### src/rtl/hv_pkg.sv
`timescale 1ns / 1ps
// Package for the host name syntax checker.
// Holds the byte word type and ASCII character codes; no dependencies.
package hv_pkg;

  localparam logic [7:0] CH_DOT    = 8'h2E;
  localparam logic [7:0] CH_HYPHEN = 8'h2D;
  localparam logic [7:0] CH_0      = 8'h30;
  localparam logic [7:0] CH_9      = 8'h39;
  localparam logic [7:0] CH_UP_A   = 8'h41;
  localparam logic [7:0] CH_UP_Z   = 8'h5A;
  localparam logic [7:0] CH_LO_A   = 8'h61;
  localparam logic [7:0] CH_LO_Z   = 8'h7A;

  typedef struct packed {
    logic [7:0] char_byte;
    logic       last_byte;
  } hv_byte_t;

  function automatic logic is_digit(input logic [7:0] c);
    return (c >= CH_0) && (c <= CH_9);
  endfunction

  function automatic logic is_letter(input logic [7:0] c);
    return ((c >= CH_UP_A) && (c <= CH_UP_Z)) || ((c >= CH_LO_A) && (c <= CH_LO_Z));
  endfunction

endpackage

### src/rtl/hv_core.sv
`timescale 1ns / 1ps
// Per-name state of the host name checker: counters, label flags and the verdict.
// Depends on hv_pkg.
module hv_core #(
  parameter int MAX_NAME_LEN  = 253,
  parameter int MAX_LABEL_LEN = 63
) (
  input  logic            clk,
  input  logic            rst_n,
  input  logic            step,
  input  hv_pkg::hv_byte_t word,
  output logic            name_valid
);
  import hv_pkg::*;

  localparam int NW = $clog2(MAX_NAME_LEN + 2);
  localparam int LW = $clog2(MAX_LABEL_LEN + 2);

  logic [NW-1:0] name_len_r, name_len_nxt;
  logic [LW-1:0] label_len_r, label_len_nxt;
  logic [1:0]    label_cnt_r, label_cnt_nxt;
  logic          hyph_r, hyph_nxt;
  logic          digits_r, digits_nxt;
  logic          long_r, long_nxt;
  logic          fail_r, fail_nxt;

  logic c_dot, c_hyph, c_digit, c_letter;

  always_comb begin
    c_dot    = word.char_byte == CH_DOT;
    c_hyph   = word.char_byte == CH_HYPHEN;
    c_digit  = is_digit(word.char_byte);
    c_letter = is_letter(word.char_byte);

    name_len_nxt  = name_len_r;
    label_len_nxt = label_len_r;
    label_cnt_nxt = label_cnt_r;
    hyph_nxt      = hyph_r;
    digits_nxt    = digits_r;
    long_nxt      = long_r;
    fail_nxt      = fail_r;

    if (name_len_r <= NW'(MAX_NAME_LEN)) begin
      name_len_nxt = name_len_r + NW'(1);
    end

    if (c_dot && !word.last_byte) begin
      if ((label_len_r == '0) || hyph_r) fail_nxt = 1'b1;
      if (label_len_r > LW'(MAX_LABEL_LEN)) long_nxt = 1'b1;
      if (label_cnt_r < 2'd2) label_cnt_nxt = label_cnt_r + 2'd1;
      label_len_nxt = '0;
      hyph_nxt      = 1'b0;
      digits_nxt    = 1'b1;
    end else if (!c_dot) begin
      if (c_hyph) begin
        if ((label_len_r == '0) || hyph_r) fail_nxt = 1'b1;
        hyph_nxt   = 1'b1;
        digits_nxt = 1'b0;
      end else if (c_digit || c_letter) begin
        hyph_nxt = 1'b0;
        if (c_letter) digits_nxt = 1'b0;
      end else begin
        fail_nxt   = 1'b1;
        hyph_nxt   = 1'b0;
        digits_nxt = 1'b0;
      end
      if (label_len_r <= LW'(MAX_LABEL_LEN)) label_len_nxt = label_len_r + LW'(1);
    end

    name_valid = !fail_nxt && (label_len_nxt != '0) && !hyph_nxt && !digits_nxt
              && (name_len_nxt <= NW'(MAX_NAME_LEN))
              && !((label_cnt_nxt != 2'd0)
                   && (long_nxt || (label_len_nxt > LW'(MAX_LABEL_LEN))));
  end

  always_ff @(posedge clk) begin
    if (!rst_n || (step && word.last_byte)) begin
      name_len_r  <= '0;
      label_len_r <= '0;
      label_cnt_r <= 2'd0;
      hyph_r      <= 1'b0;
      digits_r    <= 1'b1;
      long_r      <= 1'b0;
      fail_r      <= 1'b0;
    end else if (step) begin
      name_len_r  <= name_len_nxt;
      label_len_r <= label_len_nxt;
      label_cnt_r <= label_cnt_nxt;
      hyph_r      <= hyph_nxt;
      digits_r    <= digits_nxt;
      long_r      <= long_nxt;
      fail_r      <= fail_nxt;
    end
  end

  a_cnt_sat: assert property (@(posedge clk) disable iff (!rst_n)
    label_cnt_r != 2'd3) else $error("label count past saturation");

  a_label_sat: assert property (@(posedge clk) disable iff (!rst_n)
    label_len_r <= LW'(MAX_LABEL_LEN + 1)) else $error("label length past saturation");

  a_clear: assert property (@(posedge clk) disable iff (!rst_n)
    step && word.last_byte |=> name_len_r == '0 && label_cnt_r == 2'd0 && !fail_r)
    else $error("state not cleared after final byte");

endmodule

### src/rtl/hostname_validator_top.sv
`timescale 1ns / 1ps
// Host name syntax checker: one byte per cycle in unless stalled, one verdict per name out.
// A final byte sits in the input register while a verdict waits, then loads the result register.
// Throughput: one byte per cycle unless stalled, set by the input and result registers.
// Reset: rst_n synchronous active low clears both valid flags and all per-name state.
// Depends on hv_pkg and hv_core.
module hostname_validator_top #(
  parameter int MAX_NAME_LEN  = 253,
  parameter int MAX_LABEL_LEN = 63
) (
  input  logic       clk,
  input  logic       rst_n,
  input  logic       in_tvalid,
  output logic       in_tready,
  input  logic [7:0] in_tdata,   // [7:0] char_byte
  input  logic       in_tlast,   // last_byte
  output logic       out_tvalid,
  input  logic       out_tready,
  output logic [7:0] out_tdata   // [0] name_valid, [7:1] zero
);
  import hv_pkg::*;

  logic     in_vld_r;
  hv_byte_t in_word_r;
  logic     out_vld_r;
  logic     out_bit_r;
  logic     slot_free;
  logic     step;
  logic     verdict;

  assign slot_free = !out_vld_r || out_tready;
  assign step      = in_vld_r && (!in_word_r.last_byte || slot_free);
  assign in_tready = !in_vld_r || step;

  always_ff @(posedge clk) begin
    if (!rst_n) begin
      in_vld_r <= 1'b0;
    end else if (in_tready) begin
      in_vld_r <= in_tvalid;
    end
  end

  always_ff @(posedge clk) begin
    if (in_tready && in_tvalid) begin
      in_word_r.char_byte <= in_tdata;
      in_word_r.last_byte <= in_tlast;
    end
  end

  hv_core #(
    .MAX_NAME_LEN (MAX_NAME_LEN),
    .MAX_LABEL_LEN(MAX_LABEL_LEN)
  ) u_core (
    .clk       (clk),
    .rst_n     (rst_n),
    .step      (step),
    .word      (in_word_r),
    .name_valid(verdict)
  );

  always_ff @(posedge clk) begin
    if (!rst_n) begin
      out_vld_r <= 1'b0;
    end else if (step && in_word_r.last_byte) begin
      out_vld_r <= 1'b1;
    end else if (out_tready) begin
      out_vld_r <= 1'b0;
    end
  end

  always_ff @(posedge clk) begin
    if (step && in_word_r.last_byte) begin
      out_bit_r <= verdict;
    end
  end

  assign out_tvalid = out_vld_r;
  assign out_tdata  = {7'd0, out_bit_r};

  a_out_src: assert property (@(posedge clk) disable iff (!rst_n)
    $rose(out_vld_r) |-> $past(step && in_word_r.last_byte))
    else $error("result without a final byte");

  a_no_overrun: assert property (@(posedge clk) disable iff (!rst_n)
    step && in_word_r.last_byte |-> !out_vld_r || out_tready)
    else $error("result register overwritten");

  a_stall: assert property (@(posedge clk) disable iff (!rst_n)
    in_vld_r && !step |=> in_vld_r && $stable(in_word_r))
    else $error("stalled byte lost");

endmodule

### config.mk
export PLATFORM = sky130hd
export DESIGN_NAME = hostname_validator_top
export DESIGN_NICKNAME = d
export VERILOG_FILES = /design/src/rtl/hv_pkg.sv /design/src/rtl/hv_core.sv /design/src/rtl/hostname_validator_top.sv
export SDC_FILE = /design/constraint.sdc
export NUM_CORES = 1
export LEC_CHECK = 0
export ABC_CLOCK_PERIOD_IN_PS = 2100
export BUFFER_PORTS_ARGS = -buffer_cell sky130_fd_sc_hd__buf_2
export CAP_MARGIN = 15
export CORE_ASPECT_RATIO = 0.5
export CORE_MARGIN = 2
export CORE_UTILIZATION = 45
export CTS_CLUSTER_DIAMETER = 50
export DETAILED_ROUTE_END_ITERATION = 7
export PLACE_DENSITY = 0.69
export SLEW_MARGIN = 20
export SYNTH_ARGS = -nofsm -noshare
export SYNTH_HDL_FRONTEND = slang
export SYNTH_SLANG_ARGS = --single-unit
### constraint.sdc
create_clock -name clk -period 2.1 [get_ports clk]
set_input_delay 0.21 -clock clk [delete_from_list [all_inputs] [get_ports clk]]
set_output_delay 0.21 -clock clk [all_outputs]
set_load 0.03 [all_outputs]
==> results.md <==
- Status: finished with violations
- Failing checks: negative setup slack
- Hold endpoint: in_word_r[0]
- Ant. Diodes: 0
- Most common cell after layout, fill and taps aside: nor2_1
- Main synth FF type: dfxtp_1
- Crit path max fanout: 7
- Mean Syn Cell Area: 8.90 µm²
- Row cnt: 16
- DRC: 0
- Reg2reg path depth: 6
- CP arrival: 2.17 ns
- Async SR Flop Fraction: 0
- Htree depth: 2
- Vias in the first global route: 1,537
- Clk_lat worst skew: 0.29 ns
- Flop pwr share: 0.475
- Hold WC Path Type: in -> reg
- First-pass GRT wire length: 7.22 mm
- Final clock period utilization by the worst path: 1.02
- Clock transition at the registers of the reported paths: 0.08 ns
- Initial Util: 0.476
- Buffers & Inverters on Critical Path: 0
- CTS root buf: clkbuf_8
- Drt pass-1 iters: 4
- Final Setup Violations: 1
- Longest Clk Path Bufs: 2
- Comb pwr share: 0.108
- TritonCTS clock tree: built
- GRT Overall Usage: 0.199
- Slowest CP cell: or3b_4
- IO Pins: 23
- Post-synth EDFFs: 10
- WP data required: 2.14 ns
- P_sw: 364 µW
- Clk pwr share: 0.416
- Slowest stage delay, CP: 0.45 ns
- Seq/Total Area, Yosys: 0.403
- Final Max Tran Viols: 0
- Place WS: -0.141 ns
- Final ANT Viol Nets: 0
- Max cap viols: 0
- Initial antenna violation count: 0
- Min cycle time layout: 2.13 ns
- Synthesized area: 1890 µm²
- Max IR drop VDD: 403 µV
- Reg-to-reg setup timing slack: -0.03 ns
- Post-route setup slack: -0.0332 ns
- Wire per inst: 14.4 µm
- Via-to-Cell Ratio: 5.43
- Remaining Overflow, GRT: 0
- Reg2reg end: out_bit_r
- DP HPWL: 3.20 mm
- Cell Pwr Density: 629 nW/µm²
- Initial DRC Count: 64
- Hold Buf Count CTS: 0
- Setup TNS: -0.0332 ns
- Die area: 4760 µm²
- Core ar.: 3960 µm²
- Final Wtd Congestion: 0.918
- Share of layout cells above drive strength 1: 0.261
- CP top delay family: compound AO/OA/AOI/OAI gates
- Worst Clk Skew: 0.00925 ns
- Largest net degree at the start of global routing: 21
- Via count: 1,667
- Max frequency: 469 MHz
- Die Wd: 95.6 µm
- CTS Sinks: 33
- Count of different cell masters after synthesis: 55
- Reg2reg start: in_word_r[7]
- Kind of critical path: reg -> reg
- WL final: 4.44 mm
- Synth warnings: 0
- Commonest non-fill, non-tap cells in the layout: nor2_1, buf_4, dfxtp_1
- Mapped Cells: 212
- Total internal power: 1.10 mW
- Element type at the critical path end: flip-flop
- Lkg Pwr: 0.886 nW
- Register bit total from synthesis: 33
- Final Hold Fails: 0
- HP Start: in_tlast
- IO buf count: 15
- Die Ht: 49.8 µm
- RSZ-0062 raised after global routing: true
- Worst hold stages: 1
- Sw Ratio: 0.249
- Synthesis-to-layout area growth: 23.1%
- Final net count: 272
- TritonCTS Buffers: 5
- Startpoint types: flip-flop
- Worst path cell trace: or3b_4, o31ai_4, a221o_2, a31oi_2, a2111oi_4, nor4b_2
[logic make-up after synthesis]
kind of cell / Yosys count / share of synthesized area
compound gates: 51 / 0.186
xor+xnor: 3 / 0.0139
fa+ha+maj: 7 / 0.0464
buf+inv: 23 / 0.0663
flops: 33 / 0.403
mux: 4 / 0.0239
other cells: 1 / 0.00199
simple gates: 90 / 0.259
[registers in the layout, indices dropped and copies added (netlist names)]
register,count
u_core.label_len_r,7
out_bit_r,1
in_vld_r,1
u_core.digits_r,1
in_word_r,9
u_core.long_r,1
out_tvalid,1
u_core.hyph_r,1
u_core.fail_r,1
u_core.name_len_r,8
u_core.label_cnt_r,2
[metrics by stage]
step           std cells  power, mW  utilization  hold slack, ns  instance area [µm²]
6_report             307       1.46        0.586          0.0895                 2320
5_1_grt              307       1.52        0.586          0.0752                 2320
4_1_cts              306       1.47        0.580          0.0830                 2300
3_5_place_dp         297      0.859        0.545           0.388                 2160
3_3_place_gp         297      0.854        0.545           0.388                 2160
2_1_floorplan        218      0.816            -           0.284                 1930
[worst register-to-register path: cells and delay by family, from the launching register on]
family	cells	cell delay (ns)
AOI/OAI and AO/OA	4	0.95
and+or+nand+nor	2	0.54
DFF	1	0.39
[layout make-up]
cell class | count | area, µm²
Clock buffer | 5 | 68.8
Sequential cell | 33 | 761
Inverter | 9 | 33.8
Clock inverter | 3 | 46.3
Fill cell | 346 | 1640
Tap cell | 54 | 67.6
Multi-Input combinational cell | 162 | 1080
Timing Repair Buffer | 41 | 270
[synth_stat cells (4+ instances only)]
| library cell | number | share of area |
|---|---|---|
| a211oi_1 | 4 | 0.016 |
| a21oi_1 | 15 | 0.040 |
| a311oi_1 | 4 | 0.019 |
| buf_4 | 8 | 0.032 |
| clkbuf_1 | 4 | 0.0080 |
| dfxtp_1 | 23 | 0.24 |
| edfxtp_1 | 10 | 0.16 |
| ha_1 | 7 | 0.046 |
| inv_1 | 9 | 0.018 |
| nand2_1 | 18 | 0.036 |
| nand4_1 | 7 | 0.023 |
| nor2_1 | 29 | 0.058 |
| nor3_1 | 5 | 0.013 |
| o21ai_0 | 10 | 0.027 |
[what timing repair did]
action / CTS / global route
pin swaps: 3 / 3
setup buffers: 1 / 1
setup endpoints to repair: 1 / 5
resized for setup: 4 / 3
[worst max path at each step]
stage / start / to / slack, ns / depth (start not counted)
after floorplan: in_word_r[8] / out_bit_r / -0.03 / 7
after global placement: in_word_r[8] / out_bit_r / -0.1 / 6
after detailed placement: in_word_r[8] / out_bit_r / -0.14 / 6
after CTS: in_word_r[7] / out_bit_r / -0.09 / 6
after global routing: in_word_r[7] / out_bit_r / -0.11 / 6
final: in_word_r[7] / out_bit_r / -0.03 / 6
[power by group through the flow]
stage          clock [mW]  sequential (mW)  combinational, mW
6_report            0.608            0.695              0.158
3_3_place_gp            0            0.707              0.148
2_1_floorplan           0            0.708              0.108
3_5_place_dp            0            0.709              0.150
4_1_cts             0.622            0.694              0.156
5_1_grt             0.647            0.697              0.174
[metal layers]
layer	share of wire	GRT usage	vias up
met5	0	0	-
met4	0.0045	0.0524	0
met3	0.064	0.0550	4
met2	0.46	0.329	54
met1	0.47	0.259	772
li1	-	-	837
No activity file was read; power rests on OpenSTA's default activity.
